`config.mk`:
```
export PLATFORM = sky130hd
export DESIGN_NAME = ddl_ctrl
export DESIGN_NICKNAME = d
export VERILOG_FILES = /design/src/hw/rtl/decimating_discharge_logger_assert.svh /design/src/hw/rtl/ddl_pkg.sv /design/src/hw/rtl/ddl_ctrl.sv
export SDC_FILE = /design/constraint.sdc
export NUM_CORES = 1
export LEC_CHECK = 0
export BUFFER_PORTS_ARGS = -buffer_cell sky130_fd_sc_hd__buf_2
export CAP_MARGIN = 20
export CELL_PAD_IN_SITES_DETAIL_PLACEMENT = 0
export CELL_PAD_IN_SITES_GLOBAL_PLACEMENT = 2
export CORE_MARGIN = 1
export CORE_UTILIZATION = 30
export DETAILED_ROUTE_END_ITERATION = 7
export PLACE_DENSITY_LB_ADDON = 0.1
export SETUP_SLACK_MARGIN = 0.05
export SYNTH_ARGS = -nofsm -noshare
export SYNTH_HDL_FRONTEND = slang
export SYNTH_SLANG_ARGS = --single-unit
```
`constraint.sdc`:
```
create_clock -name clk -period 7.1 [get_ports clk]
set_input_delay 0 -clock clk [delete_from_list [all_inputs] [get_ports clk]]
set_output_delay 0 -clock clk [all_outputs]
set_load 0.02 [all_outputs]
```
`src/hw/rtl/decimating_discharge_logger_assert.svh`:
```
// Assertion macros for the decimating discharge logger.
// Included by the top level; no other dependencies.
`ifndef DECIMATING_DISCHARGE_LOGGER_ASSERT_SVH
`define DECIMATING_DISCHARGE_LOGGER_ASSERT_SVH

`ifndef SYNTHESIS

// Property that must hold at every clock edge outside reset.
`define DDL_ASSERT(label, clk, rst_n, prop) \
	label: assert property (@(posedge clk) disable iff (!rst_n) (prop)) \
		else $error("assertion failed");

// Property whose consequent must hold in the cycle after its antecedent.
`define DDL_ASSERT_NEXT(label, clk, rst_n, ante, cons) \
	label: assert property (@(posedge clk) disable iff (!rst_n) (ante) |=> (cons)) \
		else $error("assertion failed");

`else

`define DDL_ASSERT(label, clk, rst_n, prop)
`define DDL_ASSERT_NEXT(label, clk, rst_n, ante, cons)

`endif

`endif

```
`src/hw/rtl/ddl_pkg.sv`:
```
// Shared types and constants of the decimating discharge logger.
// No dependencies; used by every module of the block.
`timescale 1ns / 1ps

package ddl_pkg;

	localparam int LOG_DEPTH_DEF = 256;
	localparam logic [15:0] INTERVAL_RESET = 16'd60;
	localparam logic [15:0] INTERVAL_MAX = 16'hFFFF;

	typedef enum logic [1:0] {
		OP_START  = 2'd0,
		OP_TICK   = 2'd1,
		OP_CANCEL = 2'd2,
		OP_READ   = 2'd3
	} op_t;

	typedef enum logic [1:0] {
		ST_OK         = 2'd0,
		ST_REJECTED   = 2'd1,
		ST_NOT_STORED = 2'd2
	} status_t;

	typedef enum logic [2:0] {
		OUTC_NONE   = 3'd0,
		OUTC_RUN    = 3'd1,
		OUTC_DONE   = 3'd2,
		OUTC_ABORT  = 3'd3,
		OUTC_CANCEL = 3'd4
	} outcome_t;

	typedef enum logic [2:0] {
		S_IDLE,
		S_DECODE,
		S_CMP,
		S_COMPACT,
		S_APPEND,
		S_FINISH
	} state_t;

	// One logged point.
	typedef struct packed {
		logic [15:0]        heap_kb;
		logic               radio;
		logic signed [15:0] ma;
		logic [9:0]         soc_x10;
		logic signed [15:0] mv;
		logic [31:0]        time_s;
	} entry_t;

	typedef struct packed {
		op_t                opcode;
		logic [31:0]        now_s;
		logic signed [15:0] cell_mv;
		logic [9:0]         soc_x10;
		logic signed [15:0] cell_ma;
		logic               radio_on;
		logic [15:0]        heap_kb;
		logic               reading_valid;
		logic               ext_supply;
		logic               level_critical;
		logic               charging;
		logic [7:0]         read_index;
	} item_t;

	typedef struct packed {
		status_t     status;
		logic        running;
		outcome_t    run_outcome;
		logic [8:0]  stored_count;
		logic [15:0] current_interval_s;
		logic        appended;
		entry_t      entry;
	} result_t;

endpackage

```
`src/hw/rtl/ddl_ctrl.sv`:
```
// Sequencer and run state of the decimating discharge logger, with the shared time subtractor.
// Depends on ddl_pkg; drives the ports of ddl_store.
`timescale 1ns / 1ps

module ddl_ctrl #(
	parameter int LOG_DEPTH = ddl_pkg::LOG_DEPTH_DEF
) (
	input  logic                         clk,
	input  logic                         arst_n,
	input  logic                         start,
	input  ddl_pkg::item_t               item,
	input  logic [15:0]                  init_interval,
	input  logic                         out_free,
	output logic                         idle,
	output logic                         done,
	output ddl_pkg::result_t             result,
	output logic                         wr_en,
	output logic [$clog2(LOG_DEPTH)-1:0] wr_addr,
	output ddl_pkg::entry_t              wr_data,
	output logic                         rd_en,
	output logic [$clog2(LOG_DEPTH)-1:0] rd_addr,
	input  ddl_pkg::entry_t              rd_data
);
	import ddl_pkg::*;

	localparam int AW   = $clog2(LOG_DEPTH);
	localparam int CW   = $clog2(LOG_DEPTH + 1);
	localparam int HALF = LOG_DEPTH / 2;
	localparam int CMPW = (CW > 8) ? CW : 8;

	state_t           state_q, state_d;
	item_t            item_q, item_d;
	logic [CW-1:0]    count_q, count_d;
	logic [15:0]      interval_q, interval_d;
	logic [31:0]      run_start_q, run_start_d;
	logic [31:0]      last_q, last_d;
	logic             active_q, active_d;
	outcome_t         outcome_q, outcome_d;
	status_t          status_q, status_d;
	logic             appended_q, appended_d;
	logic             got_q, got_d;
	logic [AW-1:0]    k_q, k_d;
	logic             pend_q, pend_d;
	logic [AW-1:0]    wr_idx_q, wr_idx_d;

	logic [31:0]      sub_b;
	logic [31:0]      diff;
	logic [16:0]      dbl;
	logic             store_full;
	state_t           log_next;

	// The one subtractor serves both the interval check and the elapsed time.
	assign sub_b      = (state_q == S_CMP) ? last_q : run_start_q;
	assign diff       = item_q.now_s - sub_b;
	assign dbl        = {interval_q, 1'b0};
	assign store_full = (count_q >= CW'(LOG_DEPTH));
	assign log_next   = store_full ? S_COMPACT : S_APPEND;

	always_ff @(posedge clk or negedge arst_n) begin
		if (!arst_n) begin
			state_q    <= S_IDLE;
			count_q    <= '0;
			interval_q <= INTERVAL_RESET;
			run_start_q <= '0;
			last_q     <= '0;
			active_q   <= 1'b0;
			outcome_q  <= OUTC_NONE;
			pend_q     <= 1'b0;
		end else begin
			state_q    <= state_d;
			count_q    <= count_d;
			interval_q <= interval_d;
			run_start_q <= run_start_d;
			last_q     <= last_d;
			active_q   <= active_d;
			outcome_q  <= outcome_d;
			pend_q     <= pend_d;
		end
	end

	always_ff @(posedge clk) begin
		item_q     <= item_d;
		status_q   <= status_d;
		appended_q <= appended_d;
		got_q      <= got_d;
		k_q        <= k_d;
		wr_idx_q   <= wr_idx_d;
	end

	always_comb begin
		state_d     = state_q;
		item_d      = item_q;
		count_d     = count_q;
		interval_d  = interval_q;
		run_start_d = run_start_q;
		last_d      = last_q;
		active_d    = active_q;
		outcome_d   = outcome_q;
		status_d    = status_q;
		appended_d  = appended_q;
		got_d       = got_q;
		k_d         = k_q;
		pend_d      = 1'b0;
		wr_idx_d    = wr_idx_q;
		idle        = 1'b0;
		done        = 1'b0;
		rd_en       = 1'b0;
		rd_addr     = AW'(item_q.read_index);
		wr_en       = pend_q;
		wr_addr     = wr_idx_q;
		wr_data     = rd_data;

		unique case (state_q)
			S_IDLE: begin
				idle = 1'b1;
				if (start) begin
					item_d     = item;
					status_d   = ST_OK;
					appended_d = 1'b0;
					got_d      = 1'b0;
					state_d    = S_DECODE;
				end
			end
			S_DECODE: begin
				state_d = S_FINISH;
				unique case (item_q.opcode)
					OP_START: begin
						if (active_q) begin
							status_d = ST_REJECTED;
						end else begin
							count_d     = '0;
							interval_d  = (init_interval != '0) ? init_interval : 16'd1;
							run_start_d = item_q.now_s;
							last_d      = item_q.now_s;
							active_d    = 1'b1;
							outcome_d   = OUTC_RUN;
							appended_d  = 1'b1;
							state_d     = S_APPEND;
						end
					end
					OP_TICK: begin
						if (active_q && item_q.reading_valid) begin
							if (item_q.ext_supply) begin
								outcome_d = OUTC_ABORT;
								active_d  = 1'b0;
							end else if (item_q.level_critical && !item_q.charging) begin
								outcome_d  = OUTC_DONE;
								active_d   = 1'b0;
								appended_d = 1'b1;
								k_d        = '0;
								state_d    = log_next;
							end else begin
								state_d = S_CMP;
							end
						end
					end
					OP_CANCEL: begin
						if (active_q) begin
							outcome_d = OUTC_CANCEL;
							active_d  = 1'b0;
						end
					end
					OP_READ: begin
						if (CMPW'(item_q.read_index) < CMPW'(count_q)) begin
							rd_en = 1'b1;
							got_d = 1'b1;
						end else begin
							status_d = ST_NOT_STORED;
						end
					end
					default: state_d = S_FINISH;
				endcase
			end
			S_CMP: begin
				if (diff >= {16'd0, interval_q}) begin
					last_d     = item_q.now_s;
					appended_d = 1'b1;
					k_d        = '0;
					state_d    = log_next;
				end else begin
					state_d = S_FINISH;
				end
			end
			S_COMPACT: begin
				// Read entry 2k now, write it to k on the next cycle.
				rd_addr = AW'({k_q, 1'b0});
				if (k_q != AW'(HALF)) begin
					rd_en    = 1'b1;
					pend_d   = 1'b1;
					wr_idx_d = k_q;
					k_d      = k_q + 1'b1;
				end else begin
					count_d    = CW'(HALF);
					interval_d = dbl[16] ? INTERVAL_MAX : dbl[15:0];
					state_d    = S_APPEND;
				end
			end
			S_APPEND: begin
				wr_en           = 1'b1;
				wr_addr         = count_q[AW-1:0];
				wr_data.time_s  = diff;
				wr_data.mv      = item_q.cell_mv;
				wr_data.soc_x10 = item_q.soc_x10;
				wr_data.ma      = item_q.cell_ma;
				wr_data.radio   = item_q.radio_on;
				wr_data.heap_kb = item_q.heap_kb;
				count_d         = count_q + 1'b1;
				state_d         = S_FINISH;
			end
			S_FINISH: begin
				if (out_free) begin
					done    = 1'b1;
					state_d = S_IDLE;
				end
			end
			default: state_d = S_IDLE;
		endcase
	end

	always_comb begin
		result.status             = status_q;
		result.running            = active_q;
		result.run_outcome        = outcome_q;
		result.stored_count       = 9'(count_q);
		result.current_interval_s = interval_q;
		result.appended           = appended_q;
		result.entry              = got_q ? rd_data : '0;
	end

endmodule

```
==> results by group <==
Cells and area
  • Design area: 18100 sq um
  • Area growth, synth to finish: 38.2%
  • Share of cells above drive strength 1: 0.314
  • Fill cell count: 4386
  • Nets@finish: 2166

Routing
  • Post-DRT Antenna Nets: 0
  • Avg Vias per Cell: 4.73
  • Wire length per cell: 20.3 microns
  • Via count: 11800
  • DRT Pass-1 Iters: 5
  • DRT iter0 DRCs: 638
  • DRT Wirelength: 50600 microns
  • # DRC: 0

GRT
  • First-pass GRT wire length: 73500 microns
  • Vias in the first global route: 11700
  • Remaining Overflow, GRT: 0
  • Pin count of the biggest net entering global routing: 89
  • Initial antenna violation count: 5
  • GRT Util Overall: 0.220

Logic synthesis
  • Post-synth ARST share: 0.437
  • Flops & latches, synth: 222
  • Cell variety after synth: 68
  • Synthesized area: 13100 sq um
  • Dominant synthesized flop cell: edfxtp_1
  • Synthesis Warnings: 0
  • Post-Synthesis Cells: 1343
  • Register area share after synthesis: 0.472
  • Net count after synthesis: 1622
  • Post-Syn Area per Cell: 9.77 sq um
  • Post-synth EDFFs: 125

Critical path
  • CP required: 7.52 ns
  • CP bufs+invs: 1
  • Startpoint Class: flip-flop
  • Ordered cell list for the critical path: nor3b_4 > mux2i_1 > ha_1 > and2_1 > a221oi_2 > nand2_1 > a21o_1 > a21o_1 > a31oi_1 > xnor2_1 > ha_1 > a21oi_1 > o21ai_0 > a2111oi_0 > or3_1 > and4_1 > nand4b_1 > or3_1 > o21ba_2 > buf_4 > mux2_4
  • Worst EP arrival: 6.75 ns
  • CP max stage cell: dfrtp_1
  • Max stage delay on crit path: 0.60 ns
  • Critical path class: flip-flop to flip-flop
  • Top delay family on crit path: compound AO/OA/AOI/OAI gates
  • Endpoint type of the worst setup path: flip-flop
  • Max Fanout on Critical Path: 17

Timing
  • Actual slew at the worst max-slew pin: 1.01 ns
  • Clock Skew: 0.0189 ns
  • Slew margin rel.: 0.325
  • Max-slew violations: 0
  • RSZ-0062 raised after global routing: no
  • Fmax: 158 MHz
  • Hold Fails Final Rpt: 0
  • Setup TNS after final layout: 0 ns
  • Finish-stage setup viols: 0
  • Minimum clock period: 6.33 ns
  • Final Cycle Share: 0.891

Clock network
  • CTS H-tree lvls: 1
  • Clock buffer count from CTS: 28
  • CTS resizes: 0
  • Post-CTS setup buffer count: 0
  • Root Driver: clkbuf_16
  • Clk slew on worst S/H paths: 0.06 ns
  • CTS Hold Buffers Added: 124
  • TritonCTS clock tree: built
  • Clock sink count: 222
  • Clock buffer depth: 3
  • Clock latency at the later pin of the worst-skew pair: 0.55 ns

Flow run
  • Max-cap violation count: 0

Pwr
  • P_leak: 8.38 nW
  • Worst IR Drop VDD: 0.188 mV
  • Pwr/cell area: 417 nW/um^2

Floorplanning
  • Chip height: 211 microns
  • Initial Util: 0.304
  • Die area: 44600 sq um
  • Core Box Area: 43100 sq um
  • Die X: 211 microns
  • # rows: 76
  • Ports: 450

Place
  • Port Buf Inserts: 449
  • GPL Wtd Cong: 0.858
  • HPWL after DPL: 39500 microns
  • Placement Cell Area: 15900 sq um

Run status
  • Status: completed

Worst hold path
  • HP Class: primary input to asynchronous set/reset pin
metrics by stage:
step / util / setup WS (ns) / cells / hold slack [ns] / power, mW
floorplan: - / 1.57 / 1343 / -0.296 / 4.64
global placement: 0.368 / 0.996 / 2317 / 0.102 / 6.07
detailed placement: 0.368 / 0.797 / 2317 / 0.104 / 6.10
CTS: 0.420 / 0.738 / 2493 / 0.0741 / 7.69
global route: 0.421 / 0.320 / 2497 / 0.107 / 8.09
finish: 0.421 / 0.775 / 2498 / 0.0524 / 7.56
cells in the mapped netlist (13+ instances only):
| cell | n | area (sq um) |
|---|---|---|
| nand2_1 | 309 | 1160 |
| edfxtp_1 | 125 | 3750 |
| and2_1 | 97 | 607 |
| dfrtp_1 | 93 | 2330 |
| o21ai_0 | 92 | 460 |
| ha_1 | 62 | 776 |
| clkbuf_1 | 52 | 195 |
| nor2_1 | 50 | 188 |
| inv_1 | 48 | 180 |
| a21oi_1 | 45 | 225 |
| mux2_2 | 44 | 495 |
| nand3_1 | 33 | 165 |
| mux2i_1 | 32 | 320 |
| mux2_4 | 30 | 450 |
| xnor2_1 | 28 | 245 |
| nor3_1 | 18 | 90.1 |
| a21o_1 | 15 | 113 |
| and3_1 | 13 | 81.3 |
| xor2_1 | 13 | 114 |
path summary, 6_finish.rpt:
| kind | from | slack, ns | depth (start not counted) | to |
|---|---|---|---|---|
| max | state_q[1] | 0.77 | 21 | last_q[20] |
| min | arst_n | 0.05 | 2 | run_start_q[24] |
| max reg2reg | state_q[1] | 0.77 | 21 | last_q[20] |
| min reg2reg | run_start_q[31] | 0.49 | 2 | run_start_q[31] |
| max in group asynchronous | arst_n | 5.93 | 3 | outcome_q[2] |
| min in group clk | item[10] | 0.15 | 2 | item_q[10] |
cells in the final DEF, fill, tap and decap left out, types with 33 or more instances in the layout:
cell,instances
buf_2,448
nand2_1,309
edfxtp_1,125
dlygate4sd3_1,124
and2_1,97
dfrtp_1,93
o21ai_0,92
ha_1,62
nor2_1,50
inv_1,47
a21oi_1,45
mux2_2,44
nand3_1,33
kinds of logic (layout without fill, tap and decap cells):
group | after synthesis | in the layout | share of synthesized area
mux | 106 | 106 | 0.0965
buf+inv | 120 | 686 | 0.0390
flops | 222 | 222 | 0.472
xor+xnor | 41 | 41 | 0.0274
compound gates | 228 | 228 | 0.108
fa+ha+maj | 63 | 63 | 0.0607
other cells | 0 | 4 | 0
simple gates | 563 | 563 | 0.197
where the power goes:
part | leakage [nW] | switching (mW) | internal [mW]
Combinational | 5.56 | 2.63 | 1.50
Sequential | 2.33 | 0.225 | 1.72
Clock | 0.493 | 0.562 | 0.927
final cells by class:
cell class              count  area (sq um)  area share
multi-input cells        1001          6430       0.355
flip-flops and latches    222          6190       0.341
repair buffers            585          3590       0.198
clock buffers              45           930      0.0513
well taps                 585           732      0.0404
inverters                  49           186      0.0103
clock inverters             7          58.8     0.00324
diodes                      4          10.0    0.000552
sequential cells by signal (all words and copies together) (netlist names):
| name | flops |
|---|---|
| got_q | 1 |
| interval_q | 16 |
| k_q | 8 |
| status_q | 2 |
| wr_idx_q | 8 |
| count_q | 9 |
| last_q | 32 |
| state_q | 3 |
| run_start_q | 32 |
| outcome_q | 3 |
| appended_q | 1 |
| item_q | 105 |
| active_q | 1 |
| pend_q | 1 |
metal layers:
metal / track usage / vias up / wire (microns)
li1: - / 5765 / -
met1: 0.270 / 5626 / 21300
met2: 0.381 / 343 / 24700
met3: 0.0418 / 77 / 2720
met4: 0.0850 / 4 / 1820
met5: 0 / - / 19
(Power assumes the default switching activity.)
